==> config.mk <==
export PLATFORM = sky130hd
export DESIGN_NAME = daisy_chain_command_framer
export DESIGN_NICKNAME = d
export VERILOG_FILES = /design/src/sv/dcf_pkg.sv /design/src/sv/dcf_front.sv /design/src/sv/dcf_queue.sv /design/src/sv/dcf_back.sv /design/src/sv/daisy_chain_command_framer.sv
export SDC_FILE = /design/constraint.sdc
export NUM_CORES = 1
export LEC_CHECK = 0
export BUFFER_PORTS_ARGS = -buffer_cell sky130_fd_sc_hd__buf_2
export CELL_PAD_IN_SITES_DETAIL_PLACEMENT = 1
export CELL_PAD_IN_SITES_GLOBAL_PLACEMENT = 2
export CORE_MARGIN = 2
export CORE_UTILIZATION = 29
export DETAILED_ROUTE_END_ITERATION = 6
export PLACE_DENSITY_LB_ADDON = 0.1
export RECOVER_POWER = 50
export SLEW_MARGIN = 20
export SYNTH_ARGS = -nofsm -noshare
export SYNTH_HDL_FRONTEND = slang
export SYNTH_HIERARCHICAL = 1
export SYNTH_SLANG_ARGS = --single-unit
==> constraint.sdc <==
create_clock -name clk -period 6.49 [get_ports clk]
set_input_delay 0.649 -clock clk [delete_from_list [all_inputs] [get_ports clk]]
set_output_delay 0.649 -clock clk [all_outputs]
set_load 0.03 [all_outputs]
==> src/sv/dcf_pkg.sv <==
// Shared types, constants and the CRC-16 byte update for the command framer.
package dcf_pkg;

  // Frame geometry
  localparam int MAX_PAYLOAD_BYTES = 8;
  localparam int BODY_BYTES        = MAX_PAYLOAD_BYTES + 4;
  localparam int LEN_W             = $clog2(BODY_BYTES + 1);
  localparam int QUEUE_DEPTH       = 2;
  localparam int QPTR_W            = (QUEUE_DEPTH > 1) ? $clog2(QUEUE_DEPTH) : 1;
  localparam int QCNT_W            = $clog2(QUEUE_DEPTH + 1);

  // Header codes
  localparam logic [7:0] HDR_SINGLE_READ  = 8'h80;
  localparam logic [7:0] HDR_SINGLE_WRITE = 8'h90;
  localparam logic [7:0] HDR_STACK_READ   = 8'hA0;
  localparam logic [7:0] HDR_STACK_WRITE  = 8'hB0;
  localparam logic [7:0] HDR_BCAST_WRITE  = 8'hD0;
  localparam logic [7:0] LEN_FIELD_MASK   = 8'h07;

  // CRC-16, reflected
  localparam logic [15:0] CRC_SEED = 16'hFFFF;
  localparam logic [15:0] CRC_POLY = 16'hA001;

  // Command codes
  localparam logic [2:0] ACT_SINGLE_READ  = 3'd0;
  localparam logic [2:0] ACT_STACK_READ   = 3'd1;
  localparam logic [2:0] ACT_SINGLE_WRITE = 3'd2;
  localparam logic [2:0] ACT_STACK_WRITE  = 3'd3;
  localparam logic [2:0] ACT_BCAST_WRITE  = 3'd4;

  // One classified command: frame body bytes in send order and their number
  typedef struct packed {
    logic [BODY_BYTES-1:0][7:0] body;
    logic [LEN_W-1:0]           len;
  } dcf_desc_t;

  // Fold one byte into the CRC, LSB first
  function automatic logic [15:0] crc_update(input logic [15:0] crc_in,
                                             input logic [7:0]  data);
    logic [15:0] c;
    c = crc_in ^ {8'h00, data};
    for (int b = 0; b < 8; b++) begin
      if (c[0]) begin
        c = (c >> 1) ^ CRC_POLY;
      end else begin
        c = c >> 1;
      end
    end
    return c;
  endfunction

endpackage

==> src/sv/dcf_front.sv <==
// Front end: accept a command, classify it and build the frame body.
module dcf_front (
  input  logic              clk,
  input  logic              rst_n,
  input  logic              start,
  output logic              busy,
  input  logic [2:0]        in_action,
  input  logic [7:0]        in_device_address,
  input  logic [15:0]       in_register_address,
  input  logic [7:0]        in_byte_count,
  input  logic [63:0]       in_payload,
  input  logic              q_full,
  output logic              q_push,
  output dcf_pkg::dcf_desc_t q_desc
);
  import dcf_pkg::*;

  logic        valid_r, valid_nxt;
  dcf_desc_t   desc_r, desc_nxt;
  logic        accept;
  logic        act_ok, is_single, is_write;
  logic [7:0]  hdr, cnt;

  // Hold the word while the queue is full
  assign busy   = valid_r & q_full;
  assign accept = start & ~busy;
  assign q_push = valid_r & ~q_full;
  assign q_desc = desc_r;

  // Classify the command and lay out the body bytes
  always_comb begin
    hdr       = 8'h00;
    is_single = 1'b0;
    is_write  = 1'b0;
    act_ok    = 1'b1;
    unique case (in_action)
      ACT_SINGLE_READ:  begin hdr = HDR_SINGLE_READ;  is_single = 1'b1; end
      ACT_STACK_READ:   begin hdr = HDR_STACK_READ; end
      ACT_SINGLE_WRITE: begin hdr = HDR_SINGLE_WRITE; is_single = 1'b1; is_write = 1'b1; end
      ACT_STACK_WRITE:  begin hdr = HDR_STACK_WRITE;  is_write = 1'b1; end
      ACT_BCAST_WRITE:  begin hdr = HDR_BCAST_WRITE;  is_write = 1'b1; end
      default:          act_ok = 1'b0;
    endcase

    // Saturate the write count into one to the payload size
    cnt = in_byte_count;
    if (cnt > 8'(MAX_PAYLOAD_BYTES)) begin
      cnt = 8'(MAX_PAYLOAD_BYTES);
    end
    if (cnt == 8'd0) begin
      cnt = 8'd1;
    end
    if (is_write) begin
      hdr = hdr | ((cnt - 8'd1) & LEN_FIELD_MASK);
    end

    desc_nxt.body    = '0;
    desc_nxt.body[0] = hdr;
    if (is_single) begin
      desc_nxt.body[1] = in_device_address;
      desc_nxt.body[2] = in_register_address[15:8];
      desc_nxt.body[3] = in_register_address[7:0];
      if (is_write) begin
        for (int i = 0; i < MAX_PAYLOAD_BYTES; i++) begin
          desc_nxt.body[4+i] = in_payload[8*i +: 8];
        end
      end else begin
        desc_nxt.body[4] = in_byte_count - 8'd1;
      end
    end else begin
      desc_nxt.body[1] = in_register_address[15:8];
      desc_nxt.body[2] = in_register_address[7:0];
      if (is_write) begin
        for (int i = 0; i < MAX_PAYLOAD_BYTES; i++) begin
          desc_nxt.body[3+i] = in_payload[8*i +: 8];
        end
      end else begin
        desc_nxt.body[3] = in_byte_count - 8'd1;
      end
    end
    desc_nxt.len = LEN_W'(3) + LEN_W'(is_single) + (is_write ? LEN_W'(cnt) : LEN_W'(1));
  end

  // Load on accept, drop unknown commands, clear once pushed
  always_comb begin
    if (accept) begin
      valid_nxt = act_ok;
    end else if (q_push) begin
      valid_nxt = 1'b0;
    end else begin
      valid_nxt = valid_r;
    end
  end

  always_ff @(posedge clk) begin
    if (!rst_n) begin
      valid_r <= 1'b0;
    end else begin
      valid_r <= valid_nxt;
    end
  end

  always_ff @(posedge clk) begin
    if (accept) begin
      desc_r <= desc_nxt;
    end
  end

  // Checks
  a_busy_needs_word: assert property (@(posedge clk) disable iff (!rst_n)
    busy |-> valid_r) else $error("busy without a held word");
  a_push_clears: assert property (@(posedge clk) disable iff (!rst_n)
    (q_push && !start) |=> !valid_r) else $error("pushed word not cleared");
  a_hold_stalled: assert property (@(posedge clk) disable iff (!rst_n)
    busy |=> valid_r && $stable(desc_r)) else $error("stalled word changed");

endmodule

==> src/sv/dcf_queue.sv <==
// Short queue of classified commands between the front and back ends.
module dcf_queue (
  input  logic               clk,
  input  logic               rst_n,
  input  logic               push,
  input  dcf_pkg::dcf_desc_t push_desc,
  input  logic               pop,
  output dcf_pkg::dcf_desc_t head_desc,
  output logic               empty,
  output logic               full
);
  import dcf_pkg::*;

  dcf_desc_t           entries_r [QUEUE_DEPTH];
  logic [QPTR_W-1:0]   wr_ptr_r, wr_ptr_nxt;
  logic [QPTR_W-1:0]   rd_ptr_r, rd_ptr_nxt;
  logic [QCNT_W-1:0]   count_r, count_nxt;
  logic                do_push, do_pop;

  assign empty     = (count_r == '0);
  assign full      = (count_r == QCNT_W'(QUEUE_DEPTH));
  assign do_push   = push & ~full;
  assign do_pop    = pop & ~empty;
  assign head_desc = entries_r[rd_ptr_r];

  // Advance pointers with wrap
  always_comb begin
    wr_ptr_nxt = wr_ptr_r;
    rd_ptr_nxt = rd_ptr_r;
    if (do_push) begin
      wr_ptr_nxt = (wr_ptr_r == QPTR_W'(QUEUE_DEPTH - 1)) ? '0 : wr_ptr_r + 1'b1;
    end
    if (do_pop) begin
      rd_ptr_nxt = (rd_ptr_r == QPTR_W'(QUEUE_DEPTH - 1)) ? '0 : rd_ptr_r + 1'b1;
    end
    count_nxt = count_r + QCNT_W'(do_push) - QCNT_W'(do_pop);
  end

  always_ff @(posedge clk) begin
    if (!rst_n) begin
      wr_ptr_r <= '0;
      rd_ptr_r <= '0;
      count_r  <= '0;
    end else begin
      wr_ptr_r <= wr_ptr_nxt;
      rd_ptr_r <= rd_ptr_nxt;
      count_r  <= count_nxt;
    end
  end

  // Store the word
  always_ff @(posedge clk) begin
    if (do_push) begin
      entries_r[wr_ptr_r] <= push_desc;
    end
  end

  // Checks
  a_no_overflow: assert property (@(posedge clk) disable iff (!rst_n)
    !(push && full)) else $error("push into full queue");
  a_count_range: assert property (@(posedge clk) disable iff (!rst_n)
    count_r <= QCNT_W'(QUEUE_DEPTH)) else $error("queue count out of range");
  a_pop_lowers: assert property (@(posedge clk) disable iff (!rst_n)
    (do_pop && !do_push) |=> count_r == $past(count_r) - 1'b1)
    else $error("pop did not lower count");

endmodule

==> src/sv/dcf_back.sv <==
// Back end: shift out the frame body a byte per cycle and append the CRC.
module dcf_back (
  input  logic               clk,
  input  logic               rst_n,
  input  logic               q_empty,
  input  dcf_pkg::dcf_desc_t q_head,
  output logic               q_pop,
  output logic               out_valid,
  output logic [7:0]         out_frame_byte,
  output logic               out_last_byte
);
  import dcf_pkg::*;

  typedef enum logic [3:0] {
    S_IDLE   = 4'b0001,
    S_BODY   = 4'b0010,
    S_CRC_LO = 4'b0100,
    S_CRC_HI = 4'b1000
  } state_t;

  state_t                     state_r, state_nxt;
  logic [BODY_BYTES-1:0][7:0] shreg_r, shreg_nxt;
  logic [LEN_W-1:0]           left_r, left_nxt;
  logic [15:0]                crc_r, crc_nxt;
  logic                       valid_r, valid_nxt;
  logic                       last_r, last_nxt;
  logic [7:0]                 byte_r, byte_nxt;

  // Take the next frame when idle or on its predecessor's final byte
  assign q_pop = ~q_empty & ((state_r == S_IDLE) | (state_r == S_CRC_HI));

  assign out_valid      = valid_r;
  assign out_frame_byte = byte_r;
  assign out_last_byte  = last_r;

  always_comb begin
    state_nxt = state_r;
    shreg_nxt = shreg_r;
    left_nxt  = left_r;
    crc_nxt   = crc_r;
    valid_nxt = 1'b0;
    last_nxt  = 1'b0;
    byte_nxt  = byte_r;
    unique case (state_r)
      S_IDLE: ;
      // Emit one body byte and fold it into the CRC
      S_BODY: begin
        valid_nxt = 1'b1;
        byte_nxt  = shreg_r[0];
        crc_nxt   = crc_update(crc_r, shreg_r[0]);
        shreg_nxt = {8'h00, shreg_r[BODY_BYTES-1:1]};
        left_nxt  = left_r - 1'b1;
        if (left_r == LEN_W'(1)) begin
          state_nxt = S_CRC_LO;
        end
      end
      S_CRC_LO: begin
        valid_nxt = 1'b1;
        byte_nxt  = crc_r[7:0];
        state_nxt = S_CRC_HI;
      end
      S_CRC_HI: begin
        valid_nxt = 1'b1;
        last_nxt  = 1'b1;
        byte_nxt  = crc_r[15:8];
        state_nxt = S_IDLE;
      end
      default: state_nxt = S_IDLE;
    endcase
    // Load a new frame
    if (q_pop) begin
      state_nxt = S_BODY;
      shreg_nxt = q_head.body;
      left_nxt  = q_head.len;
      crc_nxt   = CRC_SEED;
    end
  end

  always_ff @(posedge clk) begin
    if (!rst_n) begin
      state_r <= S_IDLE;
      valid_r <= 1'b0;
      last_r  <= 1'b0;
    end else begin
      state_r <= state_nxt;
      valid_r <= valid_nxt;
      last_r  <= last_nxt;
    end
  end

  always_ff @(posedge clk) begin
    shreg_r <= shreg_nxt;
    left_r  <= left_nxt;
    crc_r   <= crc_nxt;
    byte_r  <= byte_nxt;
  end

  // Checks
  a_last_is_valid: assert property (@(posedge clk) disable iff (!rst_n)
    last_r |-> valid_r) else $error("last flag without strobe");
  a_crc_lo: assert property (@(posedge clk) disable iff (!rst_n)
    (state_r == S_CRC_LO) |=> valid_r && !last_r) else $error("CRC low byte missing");
  a_crc_hi: assert property (@(posedge clk) disable iff (!rst_n)
    (state_r == S_CRC_HI) |=> valid_r && last_r) else $error("CRC high byte not last");
  a_body_left: assert property (@(posedge clk) disable iff (!rst_n)
    (state_r == S_BODY) |-> left_r != '0) else $error("body state with no bytes left");

endmodule

==> src/sv/daisy_chain_command_framer.sv <==
// Top level of the daisy-chain command framer.
//
// Command channel: drive the in_ ports and raise start; the word is taken at
// a rising edge where start is high and busy is low. Unknown action codes
// are taken and dropped without a frame.
// Result channel: one frame byte per cycle on out_frame_byte, marked by
// out_valid; out_last_byte flags the CRC high byte that closes the frame.
// The receiver cannot stall, so bytes leave at a steady one per clock.
// On its way to the ports a command passes the front register, the queue,
// the back-end shift register and the output byte register.
// Frame length: a body of 4 to 12 bytes plus two CRC bytes, sent by the
// one-byte-per-cycle shifter and CRC update in the back end. Frames follow
// each other with no gap while the queue holds the next one; a two-word
// queue plus the front register let commands arrive while a frame is out,
// and busy rises only when both are full.
// Reset (rst_n low, synchronous) empties the front register and the queue
// and returns the back end to idle; no byte is sent until a new command.
module daisy_chain_command_framer (
  input  logic        clk,
  input  logic        rst_n,
  input  logic        start,
  output logic        busy,
  input  logic [2:0]  in_action,
  input  logic [7:0]  in_device_address,
  input  logic [15:0] in_register_address,
  input  logic [7:0]  in_byte_count,
  input  logic [63:0] in_payload,
  output logic        out_valid,
  output logic [7:0]  out_frame_byte,
  output logic        out_last_byte
);
  import dcf_pkg::*;

  dcf_desc_t push_desc, head_desc;
  logic      q_push, q_pop, q_empty, q_full;

  // Accept and classify
  dcf_front u_front (
    .clk                 (clk),
    .rst_n               (rst_n),
    .start               (start),
    .busy                (busy),
    .in_action           (in_action),
    .in_device_address   (in_device_address),
    .in_register_address (in_register_address),
    .in_byte_count       (in_byte_count),
    .in_payload          (in_payload),
    .q_full              (q_full),
    .q_push              (q_push),
    .q_desc              (push_desc)
  );

  // Decouple front and back
  dcf_queue u_queue (
    .clk       (clk),
    .rst_n     (rst_n),
    .push      (q_push),
    .push_desc (push_desc),
    .pop       (q_pop),
    .head_desc (head_desc),
    .empty     (q_empty),
    .full      (q_full)
  );

  // Serialize and append the CRC
  dcf_back u_back (
    .clk            (clk),
    .rst_n          (rst_n),
    .q_empty        (q_empty),
    .q_head         (head_desc),
    .q_pop          (q_pop),
    .out_valid      (out_valid),
    .out_frame_byte (out_frame_byte),
    .out_last_byte  (out_last_byte)
  );

endmodule

==> key figures, run 1 <==
Power
  • Logic pwr share: 14.9%
  • Clk network pwr share: around 37%
  • NetSw: around 2.0 mW
  • Internal power: roughly 5.5 mW
  • Sequential power share: between 40 and 50%
  • Pwr/cell area: roughly 360 nW/um^2
  • Net Sw Frac: approximately a quarter
  • VDD IR-drop max: approximately 170 uV
  • Leak pwr: slightly below 8 nW

Timing
  • Achievable frequency: 231 MHz
  • Rel. slew slack: -116%
  • Number of setup violations in the final report: 0
  • Unrepaired setup endpoints after global routing: no
  • Final clock skew: ~26 ps
  • Final min period: 4330 ps
  • Final Hold Viols: 0
  • Period utilisation layout: between 60% and 70%
  • Post-Route Setup TNS: 0 ps
  • Slew Limit Fails: around 220
  • Worst slew pin tran: about 3200 ps

Clock network
  • Post-CTS resize count: 0
  • Clock Path Buffers: 3
  • Clock sinks: roughly 440
  • CTS tree: yes
  • Worst-Skew Late Latency: roughly 590 ps
  • CTS root buf: clkbuf_16
  • Num CTS Buffers: 52
  • # hold bufs at CTS: 0
  • Post-CTS setup buffers: 0
  • Worst-path clk slew: 60 ps
  • H-tree levels: 2

Logic synthesis
  • Most used DFF post-synth: edfxtp_1
  • Syn Nets: about 1400
  • Mapped Cells: between 1000 and 1500
  • Distinct cell type count of the synthesized netlist: just over 50
  • Post-synth ARST share: 0%
  • Post-Syn Area: approximately 18000 um^2
  • Synth warn: 6
  • Sequential-to-total area share from yosys stat: roughly 70%
  • Post-Syn Area per Cell: 13.8 um^2
  • Number of synthesized flops with an enable pin: between 400 and 500
  • Count of state elements after synthesis: roughly 440

Layout
  • Commonest non-fill, non-tap cells in the layout: nand2_1 (440), edfxtp_1 (407), buf_2 (100), mux2_4 (100), a21oi_1 (72)
  • Fillers: 6483
  • Commonest non-fill, non-tap cell in the layout: nand2_1
  • Final #Nets: 1547
  • N_diodes: 0
  • Core Util, Final: around a third
  • Layout area overhead: 16.0%
  • Share of layout cells above drive strength 1: approximately 20%

Detailed routing
  • Vias after detailed routing: 10400
  • 1st-iter DRT viols: 573
  • Iteration count of the initial detailed-routing pass: 4
  • Total Wirelength: 47400 um
  • Routed Antenna Nets: 0
  • # DRC: 0
  • Via density: between 4 and 5
  • Avg WL per Cell: roughly 20 um

Placement
  • PortBufs: 112
  • GPL Wtd Cong: between 0.7 and 0.8
  • Dpl hpwl: 28800 um

Global routing
  • Initial antenna violation count: 0
  • Largest net degree at the start of global routing: 81
  • First-pass GRT wire length: about 70000 um
  • Gr usage total: between 10% and 20%
  • Vias in the first global route: between 10000 and 15000
  • Remaining Overflow, GRT: 0

Worst setup path
  • Max incr delay on CP: 1280 ps
  • Crit Path Max Fanout: 40
  • Worst-path cell chain: nand2b_1 > inv_1 > nor2b_1 > nand2_1 > nor2_1 > clkbuf_1 > buf_4
  • Required @ worst endpoint: between 6000 and 7000 ps
  • Setup CP Type: flop to flop
  • Worst Path Arrival: 4550 ps
  • Worst setup EP type: flop
  • Critical path startpoint category: flop
  • Highest-delay cell along the critical path: nor2_1

Floorplanning
  • Rows: 91
  • Die area: approximately 65000 um^2
  • Core box area: slightly above 60000 um^2
  • Chip width: 254 um
  • Die span in y: ~250 um
  • I/O pin count: 113
  • Initial Util: 29.4%

Status
  • Status: finished with violations
  • Failing checks: max-capacitance violations, max-slew violations

Job
  • Max Cap Viol: 6

Min path
  • Hold Path Class: primary input to flop
==> layout make-up <==
class	count	area [um^2]	share of cell area [%]
Clock inverter	20	148	0.700
Inverter	14	53.8	0.255
Clock buffer	75	1460	6.92
Timing Repair Buffer	131	711	3.37
Multi-Input combinational cell	802	4870	23.1
Sequential cell	435	12800	60.7
Tap cell	837	1050	4.97
==> cell families after synthesis <==
family                   count (synthesis)  share of synthesized area, %
AND/OR/NAND/NOR                        538                          12.2
flip-flops                             435                          70.3
AO/OA/AOI/OAI                          116                          3.63
multiplexers                           106                          8.59
buffers and inverters                   80                          2.84
XOR/XNOR                                32                          1.78
adder cells (fa/ha/maj)                  9                         0.620
other                                    1                        0.0206
==> metrics by stage <==
stage	setup WS [ps]	power [mW]	instances	hold slack, ps	instance area [um^2]
floorplan	735	4.44	1317	421	18200
global placement	3280	4.81	2217	423	19500
detailed placement	3270	4.83	2218	432	19600
CTS	3230	7.65	2313	300	21200
global route	1710	7.87	2314	330	21100
finish	2160	7.49	2314	334	21100
==> power groups by stage <==
stage          clock [mW]  sequential [mW]  combinational [mW]
6_report             2.77             3.61                1.12
5_1_grt              2.97             3.64                1.26
4_1_cts              2.87             3.61                1.16
3_5_place_dp            0             3.67                1.16
3_3_place_gp            0             3.66                1.15
2_1_floorplan           0             3.63               0.804
==> worst max-delay path: cells and delay by family, from the launching register on <==
kind / cells / cell delay, ps
flip-flops: 1 / 370
buffers and inverters: 3 / 1740
AND/OR/NAND/NOR: 4 / 1790
==> cells in the mapped netlist, drive strengths merged (2+ instances only) <==
cell,count,share of area [%]
ha,9,0.62
mux2i,6,0.33
nor2,32,0.67
and3,12,0.41
clkbuf,27,0.56
or4,2,0.10
nor4b,3,0.18
and2,16,0.55
dfxtp,28,3.1
nor4,2,0.15
nor3,11,0.30
edfxtp,407,67
mux2,100,8.3
a21oi,72,2.0
xnor2,24,1.2
nand2b,2,0.069
nand3,5,0.14
buf,39,2.0
o21ai,15,0.41
nor3b,3,0.15
o22ai,6,0.21
xor2,7,0.46
o31ai,5,0.21
nand2,441,9.1
inv,14,0.29
a22oi,8,0.33
a22o,2,0.096
nor2b,6,0.21
o21a,4,0.17
==> final timing paths <==
check | from | endpoint | slack, ps | cells past startpoint
hold reg to reg | u_front/q_desc[44] | u_queue/entries_r[0][44] | 430 | 0
setup reg to reg | u_queue/count_r[0] | u_queue/entries_r[0][16] | 2160 | 7
hold / removal | in_device_address[7] | u_front/q_desc[19] | 330 | 3
setup / recovery | u_queue/count_r[0] | u_queue/entries_r[0][16] | 2160 | 7
==> sequential cells by signal, indices dropped and copies added (netlist names), named ones only <==
register               count
u_back/state_r             4
u_queue/count_r            2
u_back/out_valid           1
u_back/out_frame_byte      8
u_queue/rd_ptr_r           1
u_queue/wr_ptr_r           1
u_front/valid_r            1
u_back/out_last_byte       1
u_front/q_desc            99
u_back/shreg_r            96
u_queue/entries_r        200
u_back/left_r              4
u_back/crc_r              16
==> routing by layer <==
metal | track usage (%) | share of wire [%] | vias up
li1 | - | - | 4885
met1 | 20.7 | 48 | 5276
met2 | 23.7 | 46 | 156
met3 | 2.52 | 3.6 | 57
met4 | 3.48 | 1.7 | 0
met5 | 0 | 0 | -
No activity file was read; power rests on OpenSTA's default activity.
==> run 2, diff against run 1 <==
clock period = 3.8 ns   (was 6.49 ns; I/O delays follow)
==> run 2 against run 1 <==
Net effect:
- total power is 70% higher
- critical path depth decreased by 2
- the flow still finishes with violations (max-capacitance violations, max-slew violations)
- largest cell class unchanged
- register-to-register slack lost 1200 ps
- via count decreased by 0.91%
==> key figures, run 2 (synthesis results as in run 1) <==
Layout
  • Commonest non-fill, non-tap cell in the layout: nand2_1
  • Final #Nets: 1554 (+0.45%)
  • Commonest non-fill, non-tap cells in the layout: nand2_1 (440), edfxtp_1 (407), mux2_4 (100)
  • Fillers: 6524 (+0.63%)
  • Share of layout cells above drive strength 1: 20.9% (+0.85 points)
  • Largest register FFs: 200 (unchanged)
  • Layout area overhead: 16.7%
  • Post-route cell area: 21200 um^2 (+0.61%)
  • Most flops, register: u_queue/entries_r
  • N_diodes: 0 (unchanged)

Global routing
  • Initial antenna violation count: 1 (+1)
  • Gr usage total: 14.5% (-0.19 points)
  • Vias in the first global route: 10900 (-1.2%)
  • Largest net degree at the start of global routing: 109 (+35%)
  • First-pass GRT wire length: 69600 um (-1.1%)
  • Remaining Overflow, GRT: 0 (unchanged)

Timing
  • Period utilisation layout: 74.8% (+8.0 points)
  • Slew Limit Fails: 114 (-49%)
  • WHS: 60.3 ps (-274 ps)
  • Number of setup violations in the final report: 0 (unchanged)
  • Post-Route Setup TNS: 0 ps (unchanged)
  • Achievable frequency: 352 MHz (+52%)
  • Rel. slew slack: -16.4% (+99 points)
  • Final clock skew: 21.5 ps (-4.31 ps)
  • Final min period: 2840 ps (-1490 ps)
  • Worst slew pin tran: 1740 ps (-1490 ps)
  • Unrepaired setup endpoints after global routing: no
  • Final Hold Viols: 0 (unchanged)

Detailed routing
  • # DRC: 0 (unchanged)
  • Total Wirelength: 46500 um (-1.8%)
  • Via density: 4.43 (-1.2%)
  • 1st-iter DRT viols: 644 (+12%)
  • Routed Antenna Nets: 0 (unchanged)
  • Vias after detailed routing: 10300 (-0.91%)
  • Iteration count of the initial detailed-routing pass: 4 (unchanged)
  • Avg WL per Cell: 20.1 um (-2.1%)

Floorplanning
  • Initial Util: 29.4% (unchanged)
  • Core box area: 61800 um^2 (unchanged)
  • Die area: 64700 um^2 (unchanged)
  • I/O pin count: 113 (unchanged)
  • Die span in y: 254 um (unchanged)
  • Chip width: 254 um (unchanged)
  • Rows: 91 (unchanged)

Clock network
  • # hold bufs at CTS: 0 (unchanged)
  • CTS root buf: clkbuf_16
  • Num CTS Buffers: 51 (-1.9%)
  • Clock Path Buffers: 3 (unchanged)
  • H-tree levels: 2 (unchanged)
  • Clock sinks: 435 (unchanged)
  • CTS tree: yes
  • Post-CTS resize count: 0 (unchanged)
  • Worst-Skew Late Latency: 600 ps (about the same)
  • Post-CTS setup buffers: 0 (unchanged)
  • Worst-path clk slew: 60 ps (about the same)

Placement
  • Dpl hpwl: 30000 um (+4.1%)
  • PortBufs: 112 (unchanged)
  • Dpl cell area: 19700 um^2 (+0.75%)
  • GPL Wtd Cong: 0.723 (-0.73%)

Worst setup path
  • Critical path startpoint category: flop
  • Worst Path Arrival: 3120 ps (-1430 ps)
  • Required @ worst endpoint: 4070 ps (-2640 ps)
  • Crit Path Max Fanout: 20 (-50%)
  • R2R depth: 5 (-2)
  • Setup CP Type: flop to flop
  • Worst setup EP type: flop

Power
  • VDD IR-drop max: 336 uV (+94%)
  • Pwr/cell area: 601 nW/um^2 (+69%)
  • Leak pwr: 7.94 nW (+0.50%)

Min path
  • Hold Path Class: primary input to flop
  • WHS Path Cells: 3 (unchanged)

Status
  • Failing checks: max-capacitance violations, max-slew violations
  • Status: finished with violations

Job
  • Max Cap Viol: 4 (-2)
## run 2: metal layers
metal	wire (um)	GRT usage [%]	vias to the layer above	share of wire, %
li1	-	-	4905	-
met1	22600	20.5	5157	49
met2	21100	22.8	151	45
met3	1750	2.64	65	3.8
met4	1020	4.25	2	2.2
met5	9	0	-	0.019
## run 2: final cells by class
type	count	area, um^2	share of cell area (%)
Clock buffer	62	1340	6.31
Clock inverter	32	238	1.12
Inverter	14	53.8	0.254
Multi-Input combinational cell	802	4900	23.1
Sequential cell	435	12800	60.3
Tap cell	837	1050	4.94
Timing Repair Buffer	139	842	3.97
## run 2: power by group
part / switching [mW] / leakage, nW / total [mW] / internal, mW
clock: 1.94 / 0.772 / 4.64 / 2.70
sequential: 0.215 / 4.06 / 6.16 / 5.94
combinational: 1.23 / 3.11 / 1.94 / 0.710
total: 3.39 / 7.94 / 12.7 / 9.35
## run 2: through the flow
stage | power, mW | util (%) | setup slack (ps) | instances
after floorplan | 7.57 | - | 3.42 | 1317
after global placement | 8.25 | 31.9 | 1340 | 2227
after detailed placement | 8.28 | 31.9 | 1300 | 2227
after CTS | 13.0 | 34.4 | 1300 | 2321
after global routing | 13.4 | 34.3 | 712 | 2321
final | 12.7 | 34.3 | 957 | 2321
## run 2: worst max-delay path: stages (launching register included)
cell and delay (ps):
dfxtp_1 370, nand2b_1 170, inv_1 60, and2_0 200
nor2b_2 1250, buf_4 430
## run 2: final timing paths
| path | from | endpoint | slack, ps |
|---|---|---|---|
| min | start | u_front/valid_r | 60 |
| max | u_queue/count_r[0] | u_front/q_desc[40] | 960 |
| max reg2reg | u_queue/count_r[0] | u_front/q_desc[40] | 960 |
| min reg2reg | u_front/q_desc[45] | u_queue/entries_r[0][45] | 430 |
